`src/rtl/core/tsd_pkg.sv`:
```
// Types, constants and helper functions of the thermometer scratchpad decoder.
package tsd_pkg;

  typedef enum logic [1:0] {
    ST_OK     = 2'd0,
    ST_LENGTH = 2'd1,
    ST_CRC    = 2'd2
  } status_t;

  typedef struct packed {
    logic [7:0] scratch_byte;
    logic       last_byte;
  } in_t;

  typedef struct packed {
    status_t            status;
    logic signed [15:0] celsius_x100;
    logic signed [15:0] fahrenheit_x100;
  } out_t;

  // Scratchpad byte positions
  localparam logic [3:0] IDX_TEMP_LO = 4'd0;
  localparam logic [3:0] IDX_TEMP_HI = 4'd1;
  localparam logic [3:0] IDX_CONFIG  = 4'd4;
  localparam logic [3:0] IDX_CRC     = 4'd8;
  localparam logic [3:0] COUNT_MAX   = 4'd15;

  localparam logic [7:0] CRC_POLY = 8'h8C;

  // Widths of the conversion datapath
  localparam int MAG_W    = 17;
  localparam int M25_W    = 22;
  localparam int SCALED_W = 18;
  localparam int T9_W     = 21;
  localparam int PROD_W   = 42;
  localparam int QUOT_W   = 19;
  localparam int FSUM_W   = 20;

  // floor(x / 5) = (x * DIV5_RECIP) >> DIV5_SHIFT, exact for x < 2**22
  localparam logic [T9_W-1:0] DIV5_RECIP = 21'd1677722;
  localparam int              DIV5_SHIFT = 23;

  localparam logic [SCALED_W-1:0] CEL_POS_LIM = 18'd32767;
  localparam logic [SCALED_W-1:0] CEL_NEG_LIM = 18'd32768;
  localparam logic [FSUM_W-1:0]   FAH_OFFSET  = 20'd3200;
  localparam logic [FSUM_W-1:0]   FAH_POS_LIM = 20'd32767;
  localparam logic [QUOT_W-1:0]   FAH_NEG_LIM = 19'd35968;

  localparam logic signed [15:0] S16_MAX = 16'sh7FFF;
  localparam logic signed [15:0] S16_MIN = 16'sh8000;

  // One byte of the reflected 1-Wire CRC-8
  function automatic logic [7:0] crc8_step(input logic [7:0] crc, input logic [7:0] data);
    logic [7:0] c;
    c = crc ^ data;
    for (int i = 0; i < 8; i++) begin
      if (c[0]) begin
        c = (c >> 1) ^ CRC_POLY;
      end else begin
        c = c >> 1;
      end
    end
    return c;
  endfunction

  // x * 25 as shift-add
  function automatic logic [M25_W-1:0] mul25(input logic [MAG_W-1:0] x);
    return {1'b0, x, 4'b0} + {2'b0, x, 3'b0} + {5'b0, x};
  endfunction

endpackage

```
`src/rtl/core/thermometer_scratchpad_decoder_top.sv`:
```
// Top level of the thermometer scratchpad decoder.
//
// Usage
//   Input channel (in_valid / in_stall / in_data): one scratchpad byte per
//   transaction, byte 0 first, with last_byte set on the final byte of the
//   response. A byte may be offered on every clock.
//   Output channel (out_valid / out_stall / out_data): one transaction per
//   byte marked last, carrying the status and, when the status is ok, the
//   temperature in hundredths of a degree C and F (zero otherwise).
// Throughput and pipeline
//   One byte per cycle is accepted unless a result is held on a stalled
//   output. The result of a last byte passes through the three-register
//   conversion pipeline: magnitude scaling, the x9/5 multiply by a
//   reciprocal, then offset and saturation, before it shows on out_valid.
// Reset
//   Synchronous, active low: the byte count, CRC and stored bytes clear and
//   the pipeline empties.
// Stall
//   While a result is held on the output with out_stall high, the whole
//   pipeline freezes and in_stall is raised, so no byte is taken.
module thermometer_scratchpad_decoder_top
  import tsd_pkg::*;
(
  input  logic clk,
  input  logic rst_n,
  input  logic in_valid,
  output logic in_stall,
  input  in_t  in_data,
  output logic out_valid,
  input  logic out_stall,
  output out_t out_data
);

  // Response tracking state
  logic [3:0] count_r, count_nxt;
  logic [7:0] crc_r, crc_nxt;
  logic [7:0] lo_r, lo_nxt;
  logic [7:0] hi_r, hi_nxt;
  logic [7:0] cfg_r, cfg_nxt;

  // Pipeline registers
  logic                s1_valid_r, s1_valid_nxt;
  status_t             s1_status_r, s1_status_nxt;
  logic                s1_neg_r;
  logic [SCALED_W-1:0] s1_scaled_r, s1_scaled_nxt;
  logic [MAG_W-1:0]    mag;
  logic                neg;

  logic                s2_valid_r;
  status_t             s2_status_r;
  logic                s2_neg_r;
  logic [SCALED_W-1:0] s2_scaled_r;
  logic [QUOT_W-1:0]   s2_quot_r, s2_quot_nxt;

  logic out_valid_r;
  out_t out_r, out_nxt;

  logic        adv;
  logic        accept;
  logic [7:0]  crc_step;
  logic [15:0] raw;

  // Whole pipeline moves unless a result is held on the output
  assign adv      = !out_valid_r || !out_stall;
  assign in_stall = !adv;
  assign accept   = in_valid && adv;
  assign crc_step = crc8_step(crc_r, in_data.scratch_byte);

  // Byte bookkeeping
  always_comb begin
    count_nxt = count_r;
    crc_nxt   = crc_r;
    lo_nxt    = lo_r;
    hi_nxt    = hi_r;
    cfg_nxt   = cfg_r;
    if (accept) begin
      if (count_r < IDX_CRC) begin
        crc_nxt = crc_step;
        if (count_r == IDX_TEMP_LO) begin
          lo_nxt = in_data.scratch_byte;
        end else if (count_r == IDX_TEMP_HI) begin
          hi_nxt = in_data.scratch_byte;
        end else if (count_r == IDX_CONFIG) begin
          cfg_nxt = in_data.scratch_byte;
        end
      end
      if (count_r != COUNT_MAX) begin
        count_nxt = count_r + 4'd1;
      end
      // End of response: restart count and CRC
      if (in_data.last_byte) begin
        count_nxt = '0;
        crc_nxt   = '0;
      end
    end
  end

  // Stage 1: status and scaled magnitude. The stored bytes are final by the
  // ninth byte, so they are read from the registers directly.
  assign raw = {hi_r, lo_r};
  assign neg = raw[15];
  assign mag = neg ? (17'h10000 - {1'b0, raw}) : {1'b0, raw};

  always_comb begin
    logic [M25_W-1:0] p;
    p = '0;
    case (cfg_r[6:5])
      2'd0: begin
        p             = mul25({3'b0, mag[MAG_W-1:3]});
        s1_scaled_nxt = {p[SCALED_W-2:0], 1'b0};
      end
      2'd1: begin
        p             = mul25({2'b0, mag[MAG_W-1:2]});
        s1_scaled_nxt = p[SCALED_W-1:0];
      end
      2'd2: begin
        p             = mul25({1'b0, mag[MAG_W-1:1]});
        s1_scaled_nxt = p[SCALED_W:1];
      end
      default: begin
        p             = mul25(mag);
        s1_scaled_nxt = p[SCALED_W+1:2];
      end
    endcase
  end

  always_comb begin
    s1_valid_nxt = accept && in_data.last_byte;
    if (count_r != IDX_CRC) begin
      s1_status_nxt = ST_LENGTH;
    end else if (in_data.scratch_byte != crc_r) begin
      s1_status_nxt = ST_CRC;
    end else begin
      s1_status_nxt = ST_OK;
    end
  end

  // Stage 2: floor(scaled * 9 / 5) through the reciprocal of five
  always_comb begin
    logic [T9_W-1:0]   t9;
    logic [PROD_W-1:0] prod;
    t9          = {s1_scaled_r, 3'b0} + {3'b0, s1_scaled_r};
    prod        = {{(PROD_W-T9_W){1'b0}}, t9} * {{(PROD_W-T9_W){1'b0}}, DIV5_RECIP};
    s2_quot_nxt = prod[DIV5_SHIFT+QUOT_W-1:DIV5_SHIFT];
  end

  // Stage 3: sign, offset and saturation
  always_comb begin
    logic [FSUM_W-1:0] fsum;
    logic [FSUM_W-1:0] fdiff;
    fsum  = {1'b0, s2_quot_r} + FAH_OFFSET;
    fdiff = FAH_OFFSET - {1'b0, s2_quot_r};
    out_nxt.status          = s2_status_r;
    out_nxt.celsius_x100    = '0;
    out_nxt.fahrenheit_x100 = '0;
    if (s2_status_r == ST_OK) begin
      if (s2_neg_r) begin
        out_nxt.celsius_x100 = (s2_scaled_r > CEL_NEG_LIM) ? S16_MIN :
                               16'(18'd0 - s2_scaled_r);
        out_nxt.fahrenheit_x100 = (s2_quot_r > FAH_NEG_LIM) ? S16_MIN : fdiff[15:0];
      end else begin
        out_nxt.celsius_x100 = (s2_scaled_r > CEL_POS_LIM) ? S16_MAX : s2_scaled_r[15:0];
        out_nxt.fahrenheit_x100 = (fsum > FAH_POS_LIM) ? S16_MAX : fsum[15:0];
      end
    end
  end

  always_ff @(posedge clk) begin
    if (!rst_n) begin
      count_r     <= '0;
      crc_r       <= '0;
      lo_r        <= '0;
      hi_r        <= '0;
      cfg_r       <= '0;
      s1_valid_r  <= 1'b0;
      s2_valid_r  <= 1'b0;
      out_valid_r <= 1'b0;
    end else begin
      count_r <= count_nxt;
      crc_r   <= crc_nxt;
      lo_r    <= lo_nxt;
      hi_r    <= hi_nxt;
      cfg_r   <= cfg_nxt;
      if (adv) begin
        s1_valid_r  <= s1_valid_nxt;
        s2_valid_r  <= s1_valid_r;
        out_valid_r <= s2_valid_r;
      end
    end
  end

  // Payload registers, no reset
  always_ff @(posedge clk) begin
    if (adv) begin
      s1_status_r <= s1_status_nxt;
      s1_neg_r    <= neg;
      s1_scaled_r <= s1_scaled_nxt;
      s2_status_r <= s1_status_r;
      s2_neg_r    <= s1_neg_r;
      s2_scaled_r <= s1_scaled_r;
      s2_quot_r   <= s2_quot_nxt;
      out_r       <= out_nxt;
    end
  end

  assign out_valid = out_valid_r;
  assign out_data  = out_r;

endmodule

```
`config.mk`:
```
export PLATFORM = sky130hd
export DESIGN_NAME = thermometer_scratchpad_decoder_top
export DESIGN_NICKNAME = d
export VERILOG_FILES = /design/src/rtl/core/tsd_pkg.sv /design/src/rtl/core/thermometer_scratchpad_decoder_top.sv
export SDC_FILE = /design/constraint.sdc
export NUM_CORES = 1
export LEC_CHECK = 0
export BUFFER_PORTS_ARGS = -buffer_cell sky130_fd_sc_hd__buf_2
export CAP_MARGIN = 15
export CELL_PAD_IN_SITES_DETAIL_PLACEMENT = 0
export CELL_PAD_IN_SITES_GLOBAL_PLACEMENT = 1
export CORE_MARGIN = 1.5
export CORE_UTILIZATION = 30
export CTS_CLUSTER_DIAMETER = 150
export DETAILED_ROUTE_END_ITERATION = 8
export HOLD_SLACK_MARGIN = 0.05
export PLACE_DENSITY = 0.55
export SETUP_SLACK_MARGIN = 0.3
export SLEW_MARGIN = 20
export SYNTH_ARGS = -nofsm -noshare
export SYNTH_HDL_FRONTEND = slang
export SYNTH_SLANG_ARGS = --single-unit
```
`constraint.sdc`:
```
create_clock -name clk -period 26.9 [get_ports clk]
set_clock_uncertainty 0.2 [all_clocks]
set_input_delay 5.38 -clock clk [delete_from_list [all_inputs] [get_ports clk]]
set_output_delay 5.38 -clock clk [all_outputs]
set_load 0.01 [all_outputs]
```
==> summary.txt <==
GP Congestion - 0.823
Die H - 234 µm
minimum clock period - 11.49 ns
fin crit share - 42.7%
DRC viols - 0
Synth top cells by count - inv_1 (310), ha_1 (253), fa_1 (164)
largest net degree at the start of global routing - 88
Final Hold Fails - 0
worst rel slew slack - 31.5%
Synth cell types - 79
worst skew pair latency - 0.44 ns
Overflow after GRT - 0
H-Tree Depth - 4
mean post-synth cell area - 9.85 µm²
Post-CTS Resized - 0
Wirelength per Cell - 17.0 µm
CTS tree - yes
via count - 11100
Area contributors post-synth - fa_1 (21%), ha_1 (20%), edfxtp_1 (18%), inv_1 (7.3%), dfxtp_1 (4.1%)
post-route cell area - 17600 µm²
setup TNS - 0 ns
DR vias/cell - 4.69
synthesized net count - 2050
worst endpoint data arrival time - 5.91 ns
first-pass GRT wire length - 64400 µm
dpl cell area - 17000 µm²
TritonCTS Sinks - 128
Initial Utilization - 30.4%
main flop type after synthesis - edfxtp_1
most frequent cell after synthesis - inv_1
dpl hpwl - 34000 µm
Worst Hold Class - reg2reg
Core Area - 52600 µm²
die area - 54600 µm²
Max Fclk - 87.1 MHz
asr flop ratio synth - 0%
gr usage total - 15.3%
status - finished, final reports clean
RSZ-0062 raised after global routing - false
Worst-Margin Slew - 1.02 ns
number of port buffers - 48
Post-Place Setup Slack - 15.41 ns
P&R area growth vs syn - 10.3%
diodes inserted - 0
initial DRC count - 517
vias in the first global route - 11600
antenna viol nets, final - 0
Ys Warns - 0
IO Pins - 49
Setup crit start kind - input pin
sequential-to-total area share from yosys stat - 22.0%
EDFF count, synth - 95
cts-stage hold buffer count - 0
max cap viols - 0
Synth top area share - 20.6%
initial antenna violation count - 1
Final setup viols - 0
Hold Slack - 0.271 ns
fin nets - 2087
Die Wd - 234 µm
Critical Path Sink Type - output pin
CTS buffer count - 17
First-pass DRT Iterations - 5
mapped cell area - 16000 µm²
clk slew on worst S/H paths - 0.06 ns
CTS Root Cell - clkbuf_16
required time of the critical path - 21.32 ns
Crit Path Class - in2out
fin. max-slew vios - 0
drt total wl - 40100 µm
Longest Clk Path Bufs - 2
Synth area leader - fa_1
share of cells above drive strength 1 - 6.95%
row count - 84
largest fanout on the critical path - 12
Setup Fix Bufs, Post-CTS - 0
final setup margin - 15.41 ns
Yosys reg bits - 128
Post-Synthesis Cells - 1620
# fillers - 5481
cell type report:
| cell class | instances | area [µm²] | area share, % |
|---|---|---|---|
| clock buffer | 17 | 425 | 2.42 |
| clock inverter | 15 | 174 | 0.988 |
| inverter | 310 | 1160 | 6.61 |
| multi-input combinational | 1141 | 11100 | 63.3 |
| sequential | 128 | 3510 | 20.0 |
| tap | 688 | 861 | 4.89 |
| timing repair buffer | 59 | 327 | 1.86 |
flip-flops by register name, indices dropped and copies added (netlist names):
| register | cells |
|---|---|
| s1_scaled_r | 18 |
| lo_r | 8 |
| count_r | 4 |
| s2_neg_r | 1 |
| s1_status_r | 2 |
| s1_neg_r | 1 |
| s1_valid_r | 1 |
| cfg_r | 2 |
| crc_r | 8 |
| out_data | 34 |
| out_valid | 1 |
| s2_status_r | 2 |
| s2_quot_r | 19 |
| hi_r | 8 |
| s2_valid_r | 1 |
| s2_scaled_r | 18 |
worst paths after layout:
path / start / to / slack (ns) / depth (start not counted)
setup / recovery: out_stall / in_stall / 15.41 / 4
hold reg to reg: s1_valid_r / s1_valid_r / 0.27 / 2
setup reg to reg: s1_scaled_r[0] / s2_quot_r[14] / 17.32 / 29
hold / removal: s1_valid_r / s1_valid_r / 0.27 / 2
layout by cell type (no fill, tap or decap), types with 6 or more instances in the layout:
cell and count:
a211oi_1 19, a21boi_0 6, a21o_1 27, a21oi_1 71, a22oi_1 10, a31oi_1 11, and2_1 8, buf_2 48
buf_4 10, clkbuf_16 17, dfxtp_1 33, edfxtp_1 95, fa_1 164, ha_1 253, inv_1 310, mux2i_1 19
nand2_1 79, nand2b_1 6, nand3_1 17, nand4_1 7, nor2_1 85, nor2b_1 29, nor3_1 29, nor3b_1 14
o21ai_0 53, o21bai_1 8, o22a_1 7, o31ai_1 8, or3_1 6, xnor2_1 66, xor2_1 46
through the flow:
stage | cells | utilization (%)
after detailed placement | 2326 | 32.3
final | 2358 | 33.5
after floorplan | 1620 | -
after global routing | 2358 | 33.5
after CTS | 2358 | 33.5
after global placement | 2326 | 32.3
cell families (layout without fill, tap and decap cells):
kind of cell | Yosys count | in the layout | synth area share (%)
buffers and inverters | 351 | 401 | 8.32
multiplexers | 23 | 23 | 1.62
AO/OA/AOI/OAI | 274 | 274 | 11.5
AND/OR/NAND/NOR | 313 | 313 | 9.84
XOR/XNOR | 113 | 113 | 6.25
flip-flops | 128 | 128 | 22.0
adder cells (fa/ha/maj) | 417 | 417 | 40.4
other | 1 | 1 | 0.0235
routing by layer:
metal | track usage, % | up-vias | share of wire, % | wire [µm]
met2 | 25.6 | 123 | 47 | 18900
li1 | - | 5521 | - | -
met5 | 0 | - | 0 | 0
met3 | 1.87 | 26 | 2.3 | 904
met1 | 21.3 | 5386 | 49 | 19800
met4 | 3.06 | 0 | 1.1 | 454
critical path, stage by stage:
cell	delay, ns
buf_2	0.11
nand2_4	0.15
inv_1	0.11
buf_2	0.15
Power is not shown: default switching activity piles up to over one toggle a cycle in this logic, so the estimate is an artifact.
